===== config.mk =====
export PLATFORM = sky130hd
export DESIGN_NAME = hwcm_div_step
export DESIGN_NICKNAME = d
export VERILOG_FILES = /design/src/rtl/hwcm_pkg.sv /design/src/rtl/hwcm_div_step.sv
export SDC_FILE = /design/constraint.sdc
export NUM_CORES = 1
export LEC_CHECK = 0
export ABC_AREA = 1
export BUFFER_PORTS_ARGS = -buffer_cell sky130_fd_sc_hd__buf_2
export CAP_MARGIN = 40
export CORE_ASPECT_RATIO = 0.9
export CORE_MARGIN = 4
export CORE_UTILIZATION = 41
export CTS_BUF_LIST = sky130_fd_sc_hd__clkbuf_4 sky130_fd_sc_hd__clkbuf_8
export DETAILED_ROUTE_END_ITERATION = 10
export MAX_ROUTING_LAYER = met4
export PLACE_DENSITY = 0.74
export RECOVER_POWER = 50
export SKIP_LAST_GASP = 1
export SLEW_MARGIN = 20
export SYNTH_ARGS = -nofsm -noshare
export SYNTH_HDL_FRONTEND = slang
export SYNTH_SLANG_ARGS = --single-unit

===== constraint.sdc =====
create_clock -name i_clk -period 5.05 [get_ports i_clk]
set_input_delay 0.2525 -clock i_clk [delete_from_list [all_inputs] [get_ports i_clk]]
set_output_delay 0.2525 -clock i_clk [all_outputs]
set_load 0.005 [all_outputs]

===== src/rtl/hwcm_pkg.sv =====
// Shared types, widths and register codes of the homography coordinate map.
`timescale 1ns / 1ps
package hwcm_pkg;

    localparam int COEF_W  = 32;   // Q16.16 coefficient width
    localparam int PIX_W   = 10;   // pixel coordinate width
    localparam int DELTA_W = PIX_W + 1;
    localparam int PROD_W  = COEF_W + DELTA_W;
    localparam int SUM_W   = PROD_W + 2;
    localparam int MAG_W   = SUM_W - 1;
    localparam int LIM_W   = MAG_W + PIX_W + 1;
    localparam int NUM_REGS = 8;
    localparam int IDX_W   = 3;

    localparam int DEF_AXIS_OFFSET = 52;
    localparam int DEF_SRC_WIDTH   = 320;
    localparam int DEF_SRC_HEIGHT  = 240;

    localparam logic signed [COEF_W-1:0] Q16_ONE = 32'sd65536;

    localparam logic [IDX_W-1:0] REG_UX = 3'd0;
    localparam logic [IDX_W-1:0] REG_UY = 3'd1;
    localparam logic [IDX_W-1:0] REG_UC = 3'd2;
    localparam logic [IDX_W-1:0] REG_VX = 3'd3;
    localparam logic [IDX_W-1:0] REG_VY = 3'd4;
    localparam logic [IDX_W-1:0] REG_VC = 3'd5;
    localparam logic [IDX_W-1:0] REG_WX = 3'd6;
    localparam logic [IDX_W-1:0] REG_WY = 3'd7;

    typedef struct packed {
        logic signed [COEF_W-1:0] ux;
        logic signed [COEF_W-1:0] uy;
        logic signed [COEF_W-1:0] uc;
        logic signed [COEF_W-1:0] vx;
        logic signed [COEF_W-1:0] vy;
        logic signed [COEF_W-1:0] vc;
        logic signed [COEF_W-1:0] wx;
        logic signed [COEF_W-1:0] wy;
    } t_coefs;

    // State carried through the divider stages.
    typedef struct packed {
        logic [MAG_W-1:0] rem_u;
        logic [MAG_W-1:0] rem_v;
        logic [MAG_W-1:0] den;
        logic [PIX_W-1:0] q_u;
        logic [PIX_W-1:0] q_v;
        logic             in_src;
        logic             axis;
    } t_div;

endpackage


===== src/rtl/hwcm_div_step.sv =====
// One restoring division step for both source coordinates.
`timescale 1ns / 1ps
module hwcm_div_step #(
    parameter int SHIFT = 0
) (
    input  logic            i_clk,
    input  logic            i_rst_n,
    input  logic            i_en,
    input  logic            i_valid,
    input  hwcm_pkg::t_div  i_div,
    output logic            o_valid,
    output hwcm_pkg::t_div  o_div
);
    import hwcm_pkg::*;

    localparam int CMP_W = MAG_W + PIX_W;

    logic             r_valid;
    t_div             r_div;
    t_div             n_div;
    logic [CMP_W-1:0] n_sub, n_ru, n_rv;
    logic             n_ge_u, n_ge_v;

    assign n_sub  = CMP_W'(i_div.den) << SHIFT;
    assign n_ru   = CMP_W'(i_div.rem_u);
    assign n_rv   = CMP_W'(i_div.rem_v);
    assign n_ge_u = n_ru >= n_sub;
    assign n_ge_v = n_rv >= n_sub;

    always_comb begin
        n_div = i_div;
        if (n_ge_u) begin
            n_div.rem_u = MAG_W'(n_ru - n_sub);
            n_div.q_u   = i_div.q_u | (PIX_W'(1) << SHIFT);
        end
        if (n_ge_v) begin
            n_div.rem_v = MAG_W'(n_rv - n_sub);
            n_div.q_v   = i_div.q_v | (PIX_W'(1) << SHIFT);
        end
    end

    always_ff @(posedge i_clk) begin
        if (!i_rst_n) begin
            r_valid <= 1'b0;
        end else if (i_en) begin
            r_valid <= i_valid;
        end
    end

    always_ff @(posedge i_clk) begin
        if (i_en) begin
            r_div <= n_div;
        end
    end

    assign o_valid = r_valid;
    assign o_div   = r_div;

endmodule


==> run_results.csv <==
group,metric,value,unit
final_layout,final_area,16500,um2
sta,setup-tns-final,0,ns
setup_path,worst_ep_arrival_time,3.69,ns
power,p_int,0.00257,W
clocking,cts_tree,"built",
sta,rsz0062_at_grt,"false",
detailed_routing,vias,14330,
grt,met3_usage,0.0428,
setup_path,crit_type,"in2reg",
detailed_routing,first_pass_iters,6,
setup_path,max_stage_delay,1.59,ns
synth,yosys-top-cells-count,"nand2_1 (818), inv_1 (410), edfxtp_1 (154)",
floorplan,die_w,200,um
power,pwr-share-clk,0.243,
clocking,cts_root_buffer,"clkbuf_8",
setup_path,crit_family,"buffers and inverters",
min_path,hp-class,"in2reg",
detailed_routing,viasPerCell,5.03,
sta,max_freq,281,MHz
placement,port_buffers,312,
clocking,cts_made_buffers,17,
placement,placed_area,15500,um2
run_status,violations,"max-capacitance violations, max-slew violations",
sta,hold_viol_final,0,
power,ir_drop,0.176,mV
sta,slew_viol_final,78,
clocking,clock_path_buffers,2,
min_path,min_path_cells,3,
setup_path,crit_path_top_delay_cell,"clkbuf_2",
sta,timing.slew.headroom,-0.359,
sta,fin_skew,0,ns
grt,grt.overflow.total,0,
grt,use_met1,0.358,
setup_path,rr_worst_depth,3,
synth,syn_nets,2284,
clocking,clk_pin_slew,0.10,ns
detailed_routing,wire_per_inst,17.7,um
grt,antenna_found_initial,3,
power,seqPwrFrac,0.402,
final_layout,fin_nets,2667,
sta,setup_violations,0,
synth,syn_inst,2036,
power,leakage,8.96,nW
grt,grt_use_total,0.280,
synth,syn_avg_cell_area,6.65,um2
floorplan,io_pins,313,
detailed_routing,routed_wl,50500,um
placement,gp_congestion,1.03,
synth,ys_ff_latch,155,
setup_path,r2r-start,"o_valid$_SDFFE_PN0P_",
power,switching_power,0.00153,W
placement,hpwl,41700,um
setup_path,path_cells,"clkbuf_1 > clkbuf_2 > buf_4",
final_layout,syn2layout_area_growth,21.7,%
setup_path,start_kind,"input port",
clocking,cts_max_level,4,
setup_path,required,5.18,ns
clocking,clock_latency,0.50,ns
run_status,status,"finished with violations",
floorplan,core,32300,um2
floorplan,die_h,180,um
sta,finalCriticalPeriod,3.56,ns
clocking,clock_sinks,155,
final_layout,drive_gt1_frac,0.135,
power,p_comb_frac,0.355,
grt,grt_start_max_net_pins,78,
clocking,cts_resized,0,
synth,yosysTopAreaCellShare,0.342,
synth,yosys_warnings,0,
power,swShare,0.374,
synth,synthTopCellsByArea,"edfxtp_1 (34%), nand2_1 (23%), inv_1 (11%), ha_1 (8.1%), nand3_1 (5.4%)",
floorplan,die_area,36000,um2
setup_path,path_max_fanout,77,
floorplan,num_rows,62,
grt,grt_pass1_vias,13942,
floorplan,initial_core_util,0.420,
setup_path,critPathCaptureType,"register",
detailed_routing,ant_nets,0,
synth,synth_flop_cell,"edfxtp_1",
setup_path,path_depth,3,
min_path,hold_path_end,"o_div[116]$_DFFE_PP_",
synth,synthArstFlopShare,0,
detailed_routing,drt_iter0_drc,1071,
sta,worst_pin_slew,2.04,ns
synth,ys_seq_area_frac,0.343,
power,p_per_area,249,nW/um2
min_path,hp-start,"i_div[116]",
grt,grt_busiest_layer,"met2",
sta,fin_crit_sh,0.706,
detailed_routing,drc,0,
setup_path,path_buf_inv,3,
setup_path,r2r-end,"o_valid$_SDFFE_PN0P_",
grt,grtUsageMet2,0.451,
synth,synth_edf_count,154,
synth,yosysMostFrequentCell,"nand2_1",
synth,syn_area,13500,um2
synth,synth_cell_types,38,
grt,grt_pass1_wl,75700,um
setup_path,rrSetupSlack,3.67,ns
synth,synth_area_leader_cell,"edfxtp_1",
flow_run,drv_cap,1,
power by group through the flow:
stage	Clock [W]	Combinational [W]	Sequential (W)
final	0.000996	0.00146	0.00165
after global routing	0.00107	0.00162	0.00166
after CTS	0.00102	0.00146	0.00165
after detailed placement	0	0.00141	0.00167
after global placement	0	0.00138	0.00167
after floorplan	0	0.000846	0.00169
kinds of logic (layout without fill, tap and decap cells):
group	after synthesis	in the layout	synth area share
compound gates	110	110	0.0449
xor+xnor	45	45	0.0291
fa+ha+maj	90	90	0.0843
buf+inv	440	836	0.130
flops	155	155	0.343
other cells	0	3	0
simple gates	1196	1196	0.369
through the flow:
step	worst slack, ns	util	instances	hold WS (ns)	total power, W
5_1_grt	1.12	0.511	2851	0.0260	0.00435
2_1_floorplan	2.93	-	2036	0.346	0.00254
3_5_place_dp	1.83	0.482	2749	0.431	0.00309
3_3_place_gp	1.94	0.479	2746	0.429	0.00306
6_report	1.49	0.511	2851	0.0355	0.00410
4_1_cts	1.84	0.514	2848	0.00672	0.00412
layout by cell type (no fill, tap or decap), drive strengths merged, types with 18 or more instances in the layout:
cell type,count
nand2,841
inv,422
buf,237
edfxtp,154
nand3,154
nor2,149
clkbuf,101
ha,88
a21oi,72
dlygate4sd3,67
xor2,44
o21bai,18
o21ai,18
how the worst max path moves through the flow:
stage	to	start	slack, ns
final	o_div[39]$_DFFE_PP_	i_en	1.49
after floorplan	o_div[116]$_DFFE_PP_	i_div[110]	2.93
after detailed placement	o_div[150]$_DFFE_PP_	i_div[22]	1.83
after global placement	o_div[106]$_DFFE_PP_	i_div[54]	1.94
after CTS	o_div[143]$_DFFE_PP_	i_div[22]	1.84
after global routing	o_valid$_SDFFE_PN0P_	i_en	1.12
layer usage:
| layer | wire length (um) | vias up |
|---|---|---|
| met5 | 0 | - |
| met4 | 1920 | 0 |
| met3 | 3720 | 106 |
| met2 | 23400 | 622 |
| met1 | 21400 | 6526 |
| li1 | - | 7076 |
what timing repair did:
item | CTS | global route
endpoints found under the setup margin | 0 | 0
buffers inserted | 0 | 0
hold buffers | 67 | 0
hold endpoints to repair | 66 | 0
flip-flops by register name, indices dropped and copies added, names as in the netlist:
name and count:
o_div 154, o_valid 1
worst reg2reg max path, stage by stage, from the launching register on:
cell and delay, ns:
dfxtp_1 0.32, o21ai_0 0.21, a21oi_1 0.10, dlygate4sd3_1 0.65
cell type report:
cell class              instances  area (um2)
fillers                      3307       15800
multi-input cells            1441        7140
flip-flops and latches        155        4640
repair buffers                386        2210
inverters                     418        1570
well taps                     416         520
clock buffers                  19         249
clock inverters                13         143
diodes                          3        7.51
(Power assumes the default switching activity.)
